<file path="config.mk">
export PLATFORM = sky130hd
export DESIGN_NAME = radix_integer_to_ascii_unit
export DESIGN_NICKNAME = d
export VERILOG_FILES = /design/src/rtl/core/rita_pkg.sv /design/src/rtl/core/rita_front.sv /design/src/rtl/core/rita_fifo.sv /design/src/rtl/core/rita_back.sv /design/src/rtl/core/radix_integer_to_ascii_unit.sv
export SDC_FILE = /design/constraint.sdc
export NUM_CORES = 1
export LEC_CHECK = 0
export ABC_AREA = 1
export BUFFER_PORTS_ARGS = -buffer_cell sky130_fd_sc_hd__buf_4
export CAP_MARGIN = 20
export CORE_MARGIN = 2
export CORE_UTILIZATION = 60
export CTS_BUF_LIST = sky130_fd_sc_hd__clkbuf_16
export DETAILED_ROUTE_END_ITERATION = 10
export PLACE_DENSITY = 0.73
export SETUP_SLACK_MARGIN = 0.3
export SYNTH_ARGS = -nofsm -noshare
export SYNTH_HDL_FRONTEND = slang
export SYNTH_SLANG_ARGS = --single-unit
export TNS_END_PERCENT = 10
</file>
<file path="constraint.sdc">
create_clock -name aclk -period 21.7 [get_ports aclk]
set_clock_uncertainty 0.2 [all_clocks]
set_input_delay 2.17 -clock aclk [delete_from_list [all_inputs] [get_ports aclk]]
set_output_delay 2.17 -clock aclk [all_outputs]
set_load 0.01 [all_outputs]
</file>
<file path="src/rtl/core/rita_pkg.sv">
package rita_pkg;

    localparam int VALUE_BITS = 64;
    localparam int MAX_CHARS  = 64;
    localparam int MAX_DIGITS = 64;

    localparam int RADIX_W = 6;
    localparam int MIND_W  = 6;
    localparam int DIGIT_W = 6;
    localparam int ND_W    = 7;
    localparam int POS_W   = 8;

    // divider takes eight dividend bits per cycle
    localparam int DIV_STEPS = (VALUE_BITS + 7) / 8;
    localparam int DIV_W     = DIV_STEPS * 8;
    localparam int STEP_W    = (DIV_STEPS > 1) ? $clog2(DIV_STEPS) : 1;

    localparam int S_TDATA_W = 80;
    localparam int S_TUSER_W = 2;
    localparam int M_TDATA_W = 8;

    localparam logic [RADIX_W-1:0] RADIX_MIN = 6'd2;
    localparam logic [RADIX_W-1:0] RADIX_MAX = 6'd36;

    localparam logic [1:0] MODE_UNSIGNED = 2'd0;
    localparam logic [1:0] MODE_SIGNED   = 2'd1;
    localparam logic [1:0] MODE_FORCE    = 2'd2;

    localparam logic [1:0] PFX_NONE = 2'd0;
    localparam logic [1:0] PFX_OCT  = 2'd1;
    localparam logic [1:0] PFX_HEX  = 2'd2;

    localparam logic [7:0] CH_ZERO  = 8'h30;
    localparam logic [7:0] CH_MINUS = 8'h2D;
    localparam logic [7:0] CH_PLUS  = 8'h2B;
    localparam logic [7:0] CH_X_UP  = 8'h58;
    localparam logic [7:0] CH_X_LO  = 8'h78;
    localparam logic [7:0] CH_A_UP  = 8'h41;
    localparam logic [7:0] CH_A_LO  = 8'h61;

    typedef enum logic [1:0] {
        SGN_NONE  = 2'd0,
        SGN_MINUS = 2'd1,
        SGN_PLUS  = 2'd2
    } sign_t;

    typedef struct packed {
        logic [VALUE_BITS-1:0] mag;
        logic [RADIX_W-1:0]    radix;
        logic [MIND_W-1:0]     min_digits;
        logic                  upper;
        logic [1:0]            n_prefix;
        sign_t                 sgn;
    } desc_t;

    function automatic logic [7:0] digit_char(input logic [DIGIT_W-1:0] d, input logic upper);
        logic [7:0] base;
        base = upper ? CH_A_UP : CH_A_LO;
        if (d < 6'd10) begin
            digit_char = CH_ZERO + {2'b00, d};
        end else begin
            digit_char = base + {2'b00, d} - 8'd10;
        end
    endfunction

endpackage

</file>
<file path="src/rtl/core/rita_front.sv">
module rita_front (
    input  logic [rita_pkg::S_TDATA_W-1:0] s_tdata,
    input  logic [rita_pkg::S_TUSER_W-1:0] s_tuser,
    output rita_pkg::desc_t                desc
);

    logic [rita_pkg::VALUE_BITS-1:0] v;
    logic [rita_pkg::RADIX_W-1:0]    radix_raw;
    logic [1:0]                      mode;
    logic [1:0]                      pk;
    logic                            neg;

    assign v         = s_tdata[rita_pkg::VALUE_BITS-1:0];
    assign radix_raw = s_tdata[69:64];
    assign mode      = s_tuser[1:0];
    assign pk        = s_tdata[78:77];
    assign neg       = (mode != rita_pkg::MODE_UNSIGNED) && v[rita_pkg::VALUE_BITS-1];

    always_comb begin
        // two's complement wraps the most negative value onto its unsigned magnitude
        desc.mag        = neg ? (~v + 1'b1) : v;
        desc.min_digits = s_tdata[75:70];
        desc.upper      = s_tdata[76];

        if (radix_raw < rita_pkg::RADIX_MIN) begin
            desc.radix = rita_pkg::RADIX_MIN;
        end else if (radix_raw > rita_pkg::RADIX_MAX) begin
            desc.radix = rita_pkg::RADIX_MAX;
        end else begin
            desc.radix = radix_raw;
        end

        unique case (pk)
            rita_pkg::PFX_OCT: desc.n_prefix = 2'd1;
            rita_pkg::PFX_HEX: desc.n_prefix = 2'd2;
            default:           desc.n_prefix = 2'd0;
        endcase

        if (neg) begin
            desc.sgn = rita_pkg::SGN_MINUS;
        end else if (mode == rita_pkg::MODE_UNSIGNED || mode == rita_pkg::MODE_SIGNED) begin
            desc.sgn = rita_pkg::SGN_NONE;
        end else begin
            desc.sgn = rita_pkg::SGN_PLUS;
        end
    end

endmodule

</file>
<file path="src/rtl/core/rita_fifo.sv">
module rita_fifo (
    input  logic            aclk,
    input  logic            aresetn,
    input  logic            wr_valid,
    output logic            wr_ready,
    input  rita_pkg::desc_t wr_data,
    output logic            rd_valid,
    input  logic            rd_ready,
    output rita_pkg::desc_t rd_data
);

    rita_pkg::desc_t entry_reg [2];
    logic            wr_ptr_reg, wr_ptr_next;
    logic            rd_ptr_reg, rd_ptr_next;
    logic [1:0]      count_reg, count_next;
    logic            do_wr, do_rd;

    assign wr_ready = (count_reg != 2'd2);
    assign rd_valid = (count_reg != 2'd0);
    assign rd_data  = entry_reg[rd_ptr_reg];
    assign do_wr    = wr_valid && wr_ready;
    assign do_rd    = rd_valid && rd_ready;

    always_comb begin
        wr_ptr_next = do_wr ? ~wr_ptr_reg : wr_ptr_reg;
        rd_ptr_next = do_rd ? ~rd_ptr_reg : rd_ptr_reg;
        count_next  = count_reg + {1'b0, do_wr} - {1'b0, do_rd};
    end

    always_ff @(posedge aclk) begin
        if (!aresetn) begin
            wr_ptr_reg <= 1'b0;
            rd_ptr_reg <= 1'b0;
            count_reg  <= 2'd0;
        end else begin
            wr_ptr_reg <= wr_ptr_next;
            rd_ptr_reg <= rd_ptr_next;
            count_reg  <= count_next;
        end
    end

    always_ff @(posedge aclk) begin
        if (do_wr) begin
            entry_reg[wr_ptr_reg] <= wr_data;
        end
    end

endmodule

</file>
<file path="src/rtl/core/rita_back.sv">
module rita_back (
    input  logic                           aclk,
    input  logic                           aresetn,
    input  logic                           desc_valid,
    output logic                           desc_ready,
    input  rita_pkg::desc_t                desc,
    output logic                           m_tvalid,
    input  logic                           m_tready,
    output logic [rita_pkg::M_TDATA_W-1:0] m_tdata,
    output logic                           m_tlast
);

    typedef enum logic [3:0] {
        ST_IDLE = 4'b0001,
        ST_DIV  = 4'b0010,
        ST_PREP = 4'b0100,
        ST_EMIT = 4'b1000
    } state_t;

    state_t state_reg, state_next;

    logic [rita_pkg::DIV_W-1:0]   div_reg;
    logic [rita_pkg::DIGIT_W-1:0] rem_reg;
    logic [rita_pkg::STEP_W-1:0]  step_reg;
    logic [rita_pkg::ND_W-1:0]    nd_reg;
    logic [rita_pkg::RADIX_W-1:0] radix_reg;
    logic [rita_pkg::MIND_W-1:0]  mind_reg;
    logic                         upper_reg;
    logic [1:0]                   npre_reg;
    rita_pkg::sign_t              sgn_reg;

    logic [rita_pkg::POS_W-1:0] pre_end_reg, sign_end_reg, zero_end_reg, total_reg, cnt_reg;
    logic [rita_pkg::DIGIT_W-1:0] stack_reg [rita_pkg::MAX_DIGITS];

    logic                         m_tvalid_reg;
    logic [7:0]                   m_tdata_reg;
    logic                         m_tlast_reg;

    logic [7:0]                   qbyte;
    logic [rita_pkg::DIGIT_W-1:0] rem_next;
    logic [rita_pkg::DIV_W-1:0]   quot;
    logic                         step_last;
    logic [rita_pkg::ND_W-1:0]    nd_inc;
    logic                         more_digits;

    logic [rita_pkg::ND_W-1:0]  nz;
    logic [rita_pkg::POS_W-1:0] sign_end_c, zero_end_c, full_c;

    logic       out_free, emit_fire, emit_last, pop;
    logic [7:0] emit_char;

    assign desc_ready = (state_reg == ST_IDLE);
    assign m_tvalid   = m_tvalid_reg;
    assign m_tdata    = m_tdata_reg;
    assign m_tlast    = m_tlast_reg;

    // eight restoring division steps per cycle, remainder stays below the radix
    always_comb begin
        logic [6:0] r;
        logic [7:0] top;
        r     = {1'b0, rem_reg};
        top   = div_reg[rita_pkg::DIV_W-1 -: 8];
        qbyte = 8'd0;
        for (int k = 7; k >= 0; k--) begin
            r = {r[5:0], top[k]};
            if (r >= {1'b0, radix_reg}) begin
                r        = r - {1'b0, radix_reg};
                qbyte[k] = 1'b1;
            end
        end
        rem_next = r[5:0];
    end

    assign quot        = (div_reg << 8) | rita_pkg::DIV_W'(qbyte);
    assign step_last   = (step_reg == rita_pkg::STEP_W'(rita_pkg::DIV_STEPS - 1));
    assign nd_inc      = nd_reg + 1'b1;
    assign more_digits = (quot != '0) && (nd_inc < rita_pkg::ND_W'(rita_pkg::MAX_DIGITS));

    always_comb begin
        if ({1'b0, mind_reg} > nd_reg) begin
            nz = {1'b0, mind_reg} - nd_reg;
        end else begin
            nz = '0;
        end
        sign_end_c = {6'd0, npre_reg} + {7'd0, sgn_reg != rita_pkg::SGN_NONE};
        zero_end_c = sign_end_c + {1'b0, nz};
        full_c     = zero_end_c + {1'b0, nd_reg};
    end

    assign out_free  = !m_tvalid_reg || m_tready;
    assign emit_fire = (state_reg == ST_EMIT) && out_free;
    assign emit_last = (cnt_reg == total_reg - 1'b1);
    assign pop       = emit_fire && (cnt_reg >= zero_end_reg);

    always_comb begin
        if (cnt_reg < pre_end_reg) begin
            if (cnt_reg == '0) begin
                emit_char = rita_pkg::CH_ZERO;
            end else begin
                emit_char = upper_reg ? rita_pkg::CH_X_UP : rita_pkg::CH_X_LO;
            end
        end else if (cnt_reg < sign_end_reg) begin
            emit_char = (sgn_reg == rita_pkg::SGN_MINUS) ? rita_pkg::CH_MINUS : rita_pkg::CH_PLUS;
        end else if (cnt_reg < zero_end_reg) begin
            emit_char = rita_pkg::CH_ZERO;
        end else begin
            emit_char = rita_pkg::digit_char(stack_reg[0], upper_reg);
        end
    end

    always_comb begin
        state_next = state_reg;
        unique case (state_reg)
            ST_IDLE: if (desc_valid) state_next = ST_DIV;
            ST_DIV:  if (step_last && !more_digits) state_next = ST_PREP;
            ST_PREP: state_next = ST_EMIT;
            ST_EMIT: if (emit_fire && emit_last) state_next = ST_IDLE;
            default: state_next = ST_IDLE;
        endcase
    end

    always_ff @(posedge aclk) begin
        if (!aresetn) begin
            state_reg    <= ST_IDLE;
            m_tvalid_reg <= 1'b0;
        end else begin
            state_reg <= state_next;
            if (emit_fire) begin
                m_tvalid_reg <= 1'b1;
            end else if (m_tready) begin
                m_tvalid_reg <= 1'b0;
            end
        end
    end

    always_ff @(posedge aclk) begin
        if (emit_fire) begin
            m_tdata_reg <= emit_char;
            m_tlast_reg <= emit_last;
            cnt_reg     <= cnt_reg + 1'b1;
        end

        unique case (state_reg)
            ST_IDLE: begin
                if (desc_valid) begin
                    div_reg   <= rita_pkg::DIV_W'(desc.mag);
                    rem_reg   <= '0;
                    step_reg  <= '0;
                    nd_reg    <= '0;
                    radix_reg <= desc.radix;
                    mind_reg  <= desc.min_digits;
                    upper_reg <= desc.upper;
                    npre_reg  <= desc.n_prefix;
                    sgn_reg   <= desc.sgn;
                end
            end
            ST_DIV: begin
                if (step_last) begin
                    nd_reg   <= nd_inc;
                    div_reg  <= quot;
                    rem_reg  <= '0;
                    step_reg <= '0;
                end else begin
                    div_reg  <= quot;
                    rem_reg  <= rem_next;
                    step_reg <= step_reg + 1'b1;
                end
            end
            ST_PREP: begin
                pre_end_reg  <= {6'd0, npre_reg};
                sign_end_reg <= sign_end_c;
                zero_end_reg <= zero_end_c;
                total_reg    <= (full_c > rita_pkg::POS_W'(rita_pkg::MAX_CHARS))
                                ? rita_pkg::POS_W'(rita_pkg::MAX_CHARS) : full_c;
                cnt_reg      <= '0;
            end
            ST_EMIT: begin
            end
            default: begin
            end
        endcase
    end

    // digit stack: newest digit (most significant) sits at the top
    always_ff @(posedge aclk) begin
        if (state_reg == ST_DIV && step_last) begin
            stack_reg[0] <= rem_next;
            for (int i = 1; i < rita_pkg::MAX_DIGITS; i++) begin
                stack_reg[i] <= stack_reg[i-1];
            end
        end else if (pop) begin
            for (int i = 0; i < rita_pkg::MAX_DIGITS - 1; i++) begin
                stack_reg[i] <= stack_reg[i+1];
            end
        end
    end

endmodule

</file>
<file path="src/rtl/core/radix_integer_to_ascii_unit.sv">
// Channel | Dir | tdata (lowest bit up)                            | tuser / tlast
// s_      | in  | value[63:0] radix[69:64] min_digits[75:70]       | tuser: sign_mode[1:0]
//         |     | upper_letters[76] prefix_kind[78:77] zero[79]    |
// m_      | out | char_out[7:0]                                    | tlast: last
//
// Sequence: load a request, then divide out one digit per pass of the iterative divider
// (eight dividend bits per step), size the string, then emit one character per cycle
// while the output is not stalled.
// Reset: aresetn low clears the request queue, the sequencer and the output register.
// Stalls: a two-entry request queue lets the input run ahead of the divider; the output
// register lets the next request start while the last character waits.
module radix_integer_to_ascii_unit (
    input  logic                           aclk,
    input  logic                           aresetn,
    input  logic                           s_tvalid,
    output logic                           s_tready,
    input  logic [rita_pkg::S_TDATA_W-1:0] s_tdata,  // value, radix, min_digits, upper, prefix
    input  logic [rita_pkg::S_TUSER_W-1:0] s_tuser,  // sign_mode
    output logic                           m_tvalid,
    input  logic                           m_tready,
    output logic [rita_pkg::M_TDATA_W-1:0] m_tdata,  // char_out
    output logic                           m_tlast
);

    rita_pkg::desc_t front_desc;
    rita_pkg::desc_t queue_desc;
    logic            queue_valid;
    logic            queue_ready;

    // classify the request: magnitude, sign, clamped radix, prefix length
    rita_front u_front (
        .s_tdata (s_tdata),
        .s_tuser (s_tuser),
        .desc    (front_desc)
    );

    // hold classified requests until the divider is free
    rita_fifo u_fifo (
        .aclk     (aclk),
        .aresetn  (aresetn),
        .wr_valid (s_tvalid),
        .wr_ready (s_tready),
        .wr_data  (front_desc),
        .rd_valid (queue_valid),
        .rd_ready (queue_ready),
        .rd_data  (queue_desc)
    );

    // divide out the digits, then advance through prefix, sign, zeros and digits
    rita_back u_back (
        .aclk       (aclk),
        .aresetn    (aresetn),
        .desc_valid (queue_valid),
        .desc_ready (queue_ready),
        .desc       (queue_desc),
        .m_tvalid   (m_tvalid),
        .m_tready   (m_tready),
        .m_tdata    (m_tdata),
        .m_tlast    (m_tlast)
    );

endmodule

</file>
* Word level (Yosys, flattened, before mapping)
Memories as Yosys holds them, arrays and structs flattened. A register that Yosys moved wholly into a read port is not among the register bits.
Index checks and enable logic that the tools add are counted.
** Storage, ports and cells
- Bits in registers :: 149
- Memory bits (writable) :: 546
- Input bits :: 86
- Output and inout port bits :: 11
- Logic and storage cells :: 290
- Memories kept :: 2
** Memory list
- u_back.stack_reg :: depth 64, width 6, read ports 64, clocked after Yosys merged registers in 0, write ports 64, RTL line rita_back.sv:33 : logic [rita_pkg::DIGIT_W-1:0] stack_reg [rita_pkg::MAX_DIGITS];
- u_fifo.entry_reg :: depth 2, width 81, read ports 1, clocked after Yosys merged registers in 1, write ports 1, RTL line rita_fifo.sv:12 : rita_pkg::desc_t entry_reg [2];
** Cells by class
- Add/subtract/negate cells :: 22
- Order comparisons :: 18
- Eq/ne operators :: 15
- Multiplexer cells :: 120
- Bitwise operators :: 67
- Reduce and logical (&&, ||, !) cells :: 25
** Operator list (number)
- $mux 6 :: 77
- $mux 64 :: 2
- $pmux 64 s2 :: 1
- $add 64x1->64 const B :: 1
- $not 64->64 :: 1
- $or 64x8->64 :: 1
- $reduce_bool 64->1 :: 1
- $or 1x1->1 :: 63
- $ge 7x6->1 :: 8
- $sub 6x6->6 :: 8
- $mux 8 :: 5
- $mux 7 :: 3
- $mux 1 :: 19
- $add 8x7->8 :: 2
- $lt 8x8->1 :: 2
- $pmux 4 s4 :: 1
- $pmux 7 s2 :: 1
- $mux 4 :: 3
- $pmux 6 s2 :: 1
- $reduce_bool 2->1 :: 5
- $logic_and 1x1->1 :: 9
- $mux 3 :: 3
- $add 8x1->8 const B :: 1
- $add 8x6->8 :: 1
- other kinds (37) :: 48

* Depth between registers and ports, before layout
Gate-level depths: netlist of run 1.
- Depth after elaboration :: 23
- Depth in mapped cells :: 92

* Hierarchy
Synthesis of run 1 repeated with hierarchy kept, for this count alone.
** Second synthesis, totals
- Cell total of the unflattened synthesis :: 3562
- Area total of the unflattened synthesis :: 35211.3 µm²
** By module, submodules not included
- rita_back :: times used 1, cells an instance 2742, area an instance 26196.4 µm², sequential area each 15605.0 µm²
- rita_fifo :: times used 1, cells an instance 288, area an instance 6488.7 µm², sequential area each 4964.8 µm²
- rita_front :: times used 1, cells an instance 532, area an instance 2526.2 µm², sequential area each 0.0 µm²

* Worst setup path after synthesis of run 1
No wires, ideal clock.
- Path type :: register -> register
- Start point :: register u_back.radix_reg[1] (netlist bit)
- End point :: register u_back.rem_reg[4] (netlist bit), data pin
- Arrival :: 12453 ps
- Path slack :: 8793 ps
- Cell stages (with the launch flop) :: 85
- Buffers on the path :: 3
- Clock period less this slack :: 12907 ps
- Cell sequence :: edfxtp_1 > inv_1 > ha_1 > nand2_1 > nor2_1 > nand2_1 > nand3_2 > buf_6 > o21ai_0 > inv_1 > ha_1 > a21oi_1 > nand2_1 > nand3_1 > nand2_1 > a21oi_2 > nand2_2 > buf_6 > [... 49 more ...] > a21oi_1 > nor2_1 > nor2_1 > o21a_1 > nand3_2 > o21ai_0 > inv_1 > ha_1 > a21oi_1 > o21bai_1 > a21oi_1 > nor2_1 > nor2_1 > nor2_1 > a311oi_1 > and3_4 > o21ai_1 > and2_1
** Between the ends
- Longest elaborated chain between the ends :: 18
** Ends and longest elaborated chain
- start, declared :: RTL line rita_back.sv:26 : logic [rita_pkg::RADIX_W-1:0] radix_reg;
- start signal, assigned :: RTL line rita_back.sv:150 : radix_reg <= desc.radix;
- $sub 6x6->6 / $ge 7x6->1 (equally long branches) :: RTL line rita_back.sv:67, rita_back.sv:66
- $mux 6 :: RTL line rita_back.sv:66 : if (r >= {1'b0, radix_reg}) begin
- $sub 6x6->6 / $ge 7x6->1 (equally long branches) :: RTL line rita_back.sv:67, rita_back.sv:66
- $mux 6 :: RTL line rita_back.sv:66
- $sub 6x6->6 / $ge 7x6->1 (equally long branches) :: RTL line rita_back.sv:67, rita_back.sv:66
- $mux 6 :: RTL line rita_back.sv:66
- $sub 6x6->6 / $ge 7x6->1 (equally long branches) :: RTL line rita_back.sv:67, rita_back.sv:66
- $mux 6 :: RTL line rita_back.sv:66
- [... 2 more ...]
- $ge 7x6->1 / $sub 6x6->6 (equally long branches) :: RTL line rita_back.sv:66, rita_back.sv:67
- $mux 6 :: RTL line rita_back.sv:66
- $sub 6x6->6 / $ge 7x6->1 (equally long branches) :: RTL line rita_back.sv:67, rita_back.sv:66
- $mux 6 :: RTL line rita_back.sv:66
- $sub 6x6->6 / $ge 7x6->1 (equally long branches) :: RTL line rita_back.sv:67, rita_back.sv:66
- $mux 6 * :: RTL line rita_back.sv:66
- $mux 6 * :: RTL line rita_back.sv:158 : if (step_last) begin
- $pmux 6 s2 * :: RTL line rita_back.sv:143 : unique case (state_reg)
- end signal, assigned :: RTL line rita_back.sv:165 : rem_reg <= rem_next;
- end, declared :: RTL line rita_back.sv:23 : logic [rita_pkg::DIGIT_W-1:0] rem_reg;
Every way passes the cells marked *; elsewhere a longest branch is shown, timed or not.
A chain may end at the register's enable or synchronous reset.

==> reports/qor.csv, run 1 <==
metric;value;unit
status;finished clean;
Post-DP Area;0.03495;mm^2
first drt pass iteration count;6;
Die Y;240.6;um
final hold violation count;0;
layout cells sized above 1;0.09294;
Core Region;0.05520;mm^2
worst hold start;u_back.stack_reg[7][40];
Sink Count;691;
fillers;4208;
Setup Total Neg Slack;0;ps
max-slew violations;0;
CP arrival;15790;ps
via count;22240;
Async SR Flop Fraction;0;
max reg flops;384;
cts repair resizes;0;
via/cell ratio;5.361;
Synth cell types;58;
final worst setup slack;6042;ps
Worst setup SP type;register;
CTS Buf Count;72;
maximum fanout along the worst path;12;
Avg Inst Size Synth;10.26;um^2
clock buffer depth;3;
CP peak stage delay;820;ps
most frequent cells in the layout;nand2_1 (886), edfxtp_1 (673), inv_1 (445), o21ai_0 (368), nor2_1 (131);
final WL;63.14;mm
Synth Warn #;0;
Mapped Area;0.03359;mm^2
Wirelength per Cell;15.22;um
crit path launch;u_back.radix_reg[1];
Gate Count Post-Synth;3274;
RSZ-0062 raised after global routing;no;
CP endpoint kind;register;
worst setup path category;reg2reg;
Hold Path Class;reg2reg;
MaxCap Viol Count;0;
commonest non-fill, non-tap cell in the layout;nand2_1;
Top FF cell, synth;edfxtp_1;
worst skew pair latency;610;ps
initial antenna violation count;1;
CTS tree;yes;
CP Data Required Time;21830;ps
residual DRC count;0;
Post-synth EDFFs;673;
Die Footprint;0.05789;mm^2
FF-to-FF Start;u_back.radix_reg[1];
#FFs+latches synth;691;
grt total ovfl;0;
hpwl dp;40.94;mm
first-pass GRT wire length;104.7;mm
starting density of the core;0.6085;
nets;3535;
fin area;0.03736;mm^2
Final setup viols;0;
Crit-path slowest cell;a311oi_1;
cts hold-fix bufs;0;
vias in the first global route;21640;
Buffers on Ports;95;
Worst-Margin Slew;1220;ps
sequential share of the synthesized area;0.6124;
GRT Total Usage;0.2223;
Max-Slew Margin vs Limit;0.1870;
DIE WIDTH;240.6;um
H-Tree Depth;3;
setup slack after placement;6149;ps
most frequent CP cell;a21oi_1;
Final min period;15660;ps
Initial DRC Count;1704;
postcts setup bufs;0;
CTS Root Cell;clkbuf_16;
num ports;97;
number of core rows;86;
Clock transition at path regs;60;ps
fin crit share;0.7216;
Area Overhead vs Synth;11.24;%
Final ANT Viol Nets;0;
Max Clk Rate;63.86;MHz
largest net degree at the start of global routing;207;
Routability Congestion;0.8697;
## synthesized netlist by cell type, types with 6 or more instances
cell	instances	area, um^2
a31oi_1	7	43.79
nor3_1	30	150.1
nand2_2	17	106.4
fa_1	12	240.2
a21oi_1	70	350.3
o21ai_2	14	122.6
or2_2	8	50.05
o21ai_1	12	60.06
inv_2	7	26.28
nand3_2	6	60.06
mux2_2	17	191.4
xor2_1	67	586.8
clkbuf_1	108	405.4
o211ai_1	58	435.4
nand3b_1	11	82.58
ha_1	95	1189
dfxtp_1	18	360.4
nor4_1	18	112.6
mux2i_1	7	70.07
nor2_1	133	499.2
o21a_1	9	67.56
xnor2_1	48	420.4
o21ai_0	368	1842
nand3_1	45	225.2
nand2_1	890	3341
inv_1	434	1629
edfxtp_1	673	20210
buf_1	7	26.28
nand4_1	29	181.4
## cells by family after synthesis
logic type | count (synthesis) | share of synthesized area
simple gates | 1213 | 0.1507
other cells | 1 | 0.0001116
xor+xnor | 115 | 0.02999
buf+inv | 562 | 0.06374
flops | 691 | 0.6124
compound gates | 561 | 0.09276
fa+ha+maj | 107 | 0.04254
mux | 24 | 0.007785
## final timing paths
kind | endpoint | slack, ps | depth (start not counted)
setup / recovery | u_back.stack_reg[0][1] | 6040 | 81
hold reg to reg | u_back.stack_reg[7][46] | 250 | 0
setup reg to reg | u_back.stack_reg[0][1] | 6040 | 81
hold / removal | u_back.stack_reg[7][46] | 250 | 0
## worst max-delay path, delay by kind of cell, from the launching register on
kind,cells,cell delay (ps)
fa+ha+maj,8,2630
compound gates,34,6860
buf+inv,10,1440
flops,1,800
simple gates,29,3410
## metrics by stage
stage,hold WS (ps),instances,util
floorplan,225.5,3275,-
global placement,222.8,4014,0.6332
detailed placement,235.7,4014,0.6332
CTS,247.7,4146,0.6758
global route,261.0,4149,0.6769
finish,247.3,4149,0.6769
## layer usage
metal | track usage | vias up | part of all wire
met4 | 0.06644 | 0 | 0.023
met5 | 0 | - | 0
met3 | 0.03328 | 106 | 0.034
met2 | 0.3655 | 401 | 0.48
li1 | - | 11160 | -
met1 | 0.3093 | 10580 | 0.46
## layout make-up
type                    instances  area (um^2)  share of cell area
clock buffers                  75         1877             0.05023
flip-flops and latches        691        20570              0.5506
well taps                     748        935.9             0.02505
repair buffers                114        908.4             0.02431
clock inverters                57        478.0             0.01279
diodes                          1        2.502          0.00006697
multi-input cells            2022        10930              0.2925
inverters                     441         1662             0.04447
Power of run 1 is left out: the tool's default activity adds up to more than one toggle a clock period on the data nets, which glitch-free logic cannot reach.
==> inputs of run 2 (changes only) <==
- ABC_AREA: 1 -> 0
- clock period: 21.7 -> 14.5 ns (I/O delays scaled with it)
==> run 2 against run 1 <==
The run now ends with negative setup slack left. Core utilization increased by 3.6 points. Clock-buffer cell count decreased by 2. Sequential share of layout area is 2.6 points lower. Critical path depth fell by 9. Worst setup slack worse by 6200 ps. Flip-flop and latch count stayed put. Worst hold slack improved by 7.5 ps. Synthesized cell count fell by 29%. Design area up 5.0%. Final cell count fell by 17%. Critical endpoint is now u_back.stack_reg[0][4].
==> reports/qor.csv, run 2 <==
metric;value;unit
status;finished, violations left;
failing checks;negative setup slack;
Final min period;14630;ps
Finished Core Util;0.7133;
hpwl dp;40.83;mm
Core Region;0.05499;mm^2
first drt pass iteration count;5;
Avg Inst Size Synth;14.29;um^2
clock buffer depth;3;
Die Y;239.8;um
CP peak stage delay;480;ps
Mapped Area;0.03335;mm^2
layout cells sized above 1;0.3399;
final hold violation count;0;
number of core rows;86;
num ports;97;
Die Footprint;0.05748;mm^2
Async SR Flop Fraction;0;
initial antenna violation count;0;
largest family of logic cells by synthesized area;multiplexers;
H-Tree Depth;3;
RSZ-0062 raised after global routing;yes;
final worst setup slack;-131.6;ps
Max Clk Rate;68.35;MHz
largest net degree at the start of global routing;226;
Compound-Gate Fraction of Synth Area;0.06502;
Setup Total Neg Slack;-428.7;ps
mux cell area share after synthesis;0.1573;
GRT Total Usage;0.2169;
Worst setup SP type;register;
fin area;0.03922;mm^2
xor/xnor share of the synthesized area;0.03257;
max reg flops;384;
area share of fa/ha/maj cells after synthesis;0.04315;
Synth Warn #;0;
Crit-path slowest cell;edfxtp_1;
Gate Count Post-Synth;2333;
vias in the first global route;19890;
CP arrival;14790;ps
Area Overhead vs Synth;17.61;%
top cells by count, synth;edfxtp_1 (673), mux2_2 (397), nand2_1 (133);
Sink Count;691;
grt total ovfl;0;
most frequent CP cell;a21oi_2;
Post-synth EDFFs;673;
Wirelength per Cell;17.99;um
met3 WL;2.114;mm
met2 wire length;30.87;mm
Yosys top cell area share;0.6060;
most frequent cell after synthesis;edfxtp_1;
R2R setup slack;-130;ps
Buffers on Ports;95;
Post-Synth Simple-Gate Area;0.06476;
maximum fanout along the worst path;6;
Max-Slew Margin vs Limit;0.1124;
CTS Buf Count;72;
worst skew pair latency;610;ps
via count;19440;
Initial DRC Count;1089;
DIE WIDTH;239.8;um
Antenna Cells;0;
starting density of the core;0.6065;
Hold Path Class;reg2reg;
fin crit share;1.009;
CTS tree;yes;
CP Data Required Time;14660;ps
MaxCap Viol Count;0;
Final ANT Viol Nets;0;
Post-DP Area;0.03620;mm^2
residual DRC count;0;
CP endpoint kind;register;
Clock transition at path regs;60;ps
commonest non-fill, non-tap cell in the layout;edfxtp_1;
max-slew violations;0;
cts hold-fix bufs;0;
final WL;61.76;mm
nets;2827;
DRT met1 WL;27.30;mm
Top FF cell, synth;edfxtp_1;
top post-synthesis cells by area;edfxtp_1 (61%), mux2_2 (13%), ha_1 (3.6%), mux2i_1 (2.3%), xnor2_1 (2.1%);
Synth area leader;edfxtp_1;
top sig layer;met4;
Routability Congestion;0.8854;
#FFs+latches synth;691;
most frequent cells in the layout;edfxtp_1 (673), mux2_2 (397), buf_4 (299), nand2_1 (124), inv_1 (100);
worst setup path category;reg2reg;
CTS Root Cell;clkbuf_16;
Final setup viols;7;
Synth cell types;94;
sequential share of the synthesized area;0.6168;
via/cell ratio;5.662;
first-pass GRT wire length;99.72;mm
Worst-Margin Slew;1331;ps
-- run 2: logic make-up (layout without fill, tap and decap cells) --
family,after synthesis,after routing
other,1,2
AOI/OAI and AO/OA,331,331
adders and majority gates,108,108
buffers and inverters,172,524
xor gates and xnor gates,124,124
DFF,691,691
and+or+nand+nor,432,432
muxes,474,474
-- run 2: final timing paths --
path / to / cells past startpoint / from
setup / recovery: u_back.stack_reg[0][4] / 72 / u_back.rem_reg[4]
hold / removal: u_back.stack_reg[7][44] / 0 / u_back.stack_reg[7][38]
setup reg to reg: u_back.stack_reg[0][4] / 72 / u_back.rem_reg[4]
hold reg to reg: u_back.stack_reg[7][44] / 0 / u_back.stack_reg[7][38]
-- run 2: metal layers --
layer,vias up,track usage
li1,9467,-
met1,9566,0.2821
met2,320,0.3777
met3,89,0.02985
met4,0,0.06875
met5,-,0
-- run 2: metrics by stage --
stage               std cells  hold slack (ps)  setup slack [ps]
floorplan                2334            222.2            -427.6
global placement         3262            230.2            -304.0
detailed placement       3262            232.7            -538.8
CTS                      3408            256.5            -227.9
global route             3434            258.7            -769.0
finish                   3434            254.8            -131.6
-- run 2: layout make-up --
class	count	area [um^2]
Sequential cell	691	20570
Fill cell	3716	15770
Multi-Input combinational cell	1471	12740
Timing Repair Buffer	310	2435
Clock buffer	73	1827
Tap cell	748	935.9
Clock inverter	53	376.6
Inverter	88	335.3
-- run 2: worst max-delay path, delay by kind of cell, from the launching register on --
family                     cells  cell delay [ps]
AOI/OAI and AO/OA             43             8090
muxes                          3              790
and+or+nand+nor               12             1910
adders and majority gates      8             2090
DFF                            1              480
buffers and inverters          6              780
-- run 2: what timing repair did --
item                                    CTS  global route
setup buffers                            20            22
gates cloned                              0             0
pin swaps                                31            59
endpoints found under the setup margin   15            15
gates resized for setup                  31            42
hold endpoints to repair                  0             0
Power of run 2 is left out for the same reason.
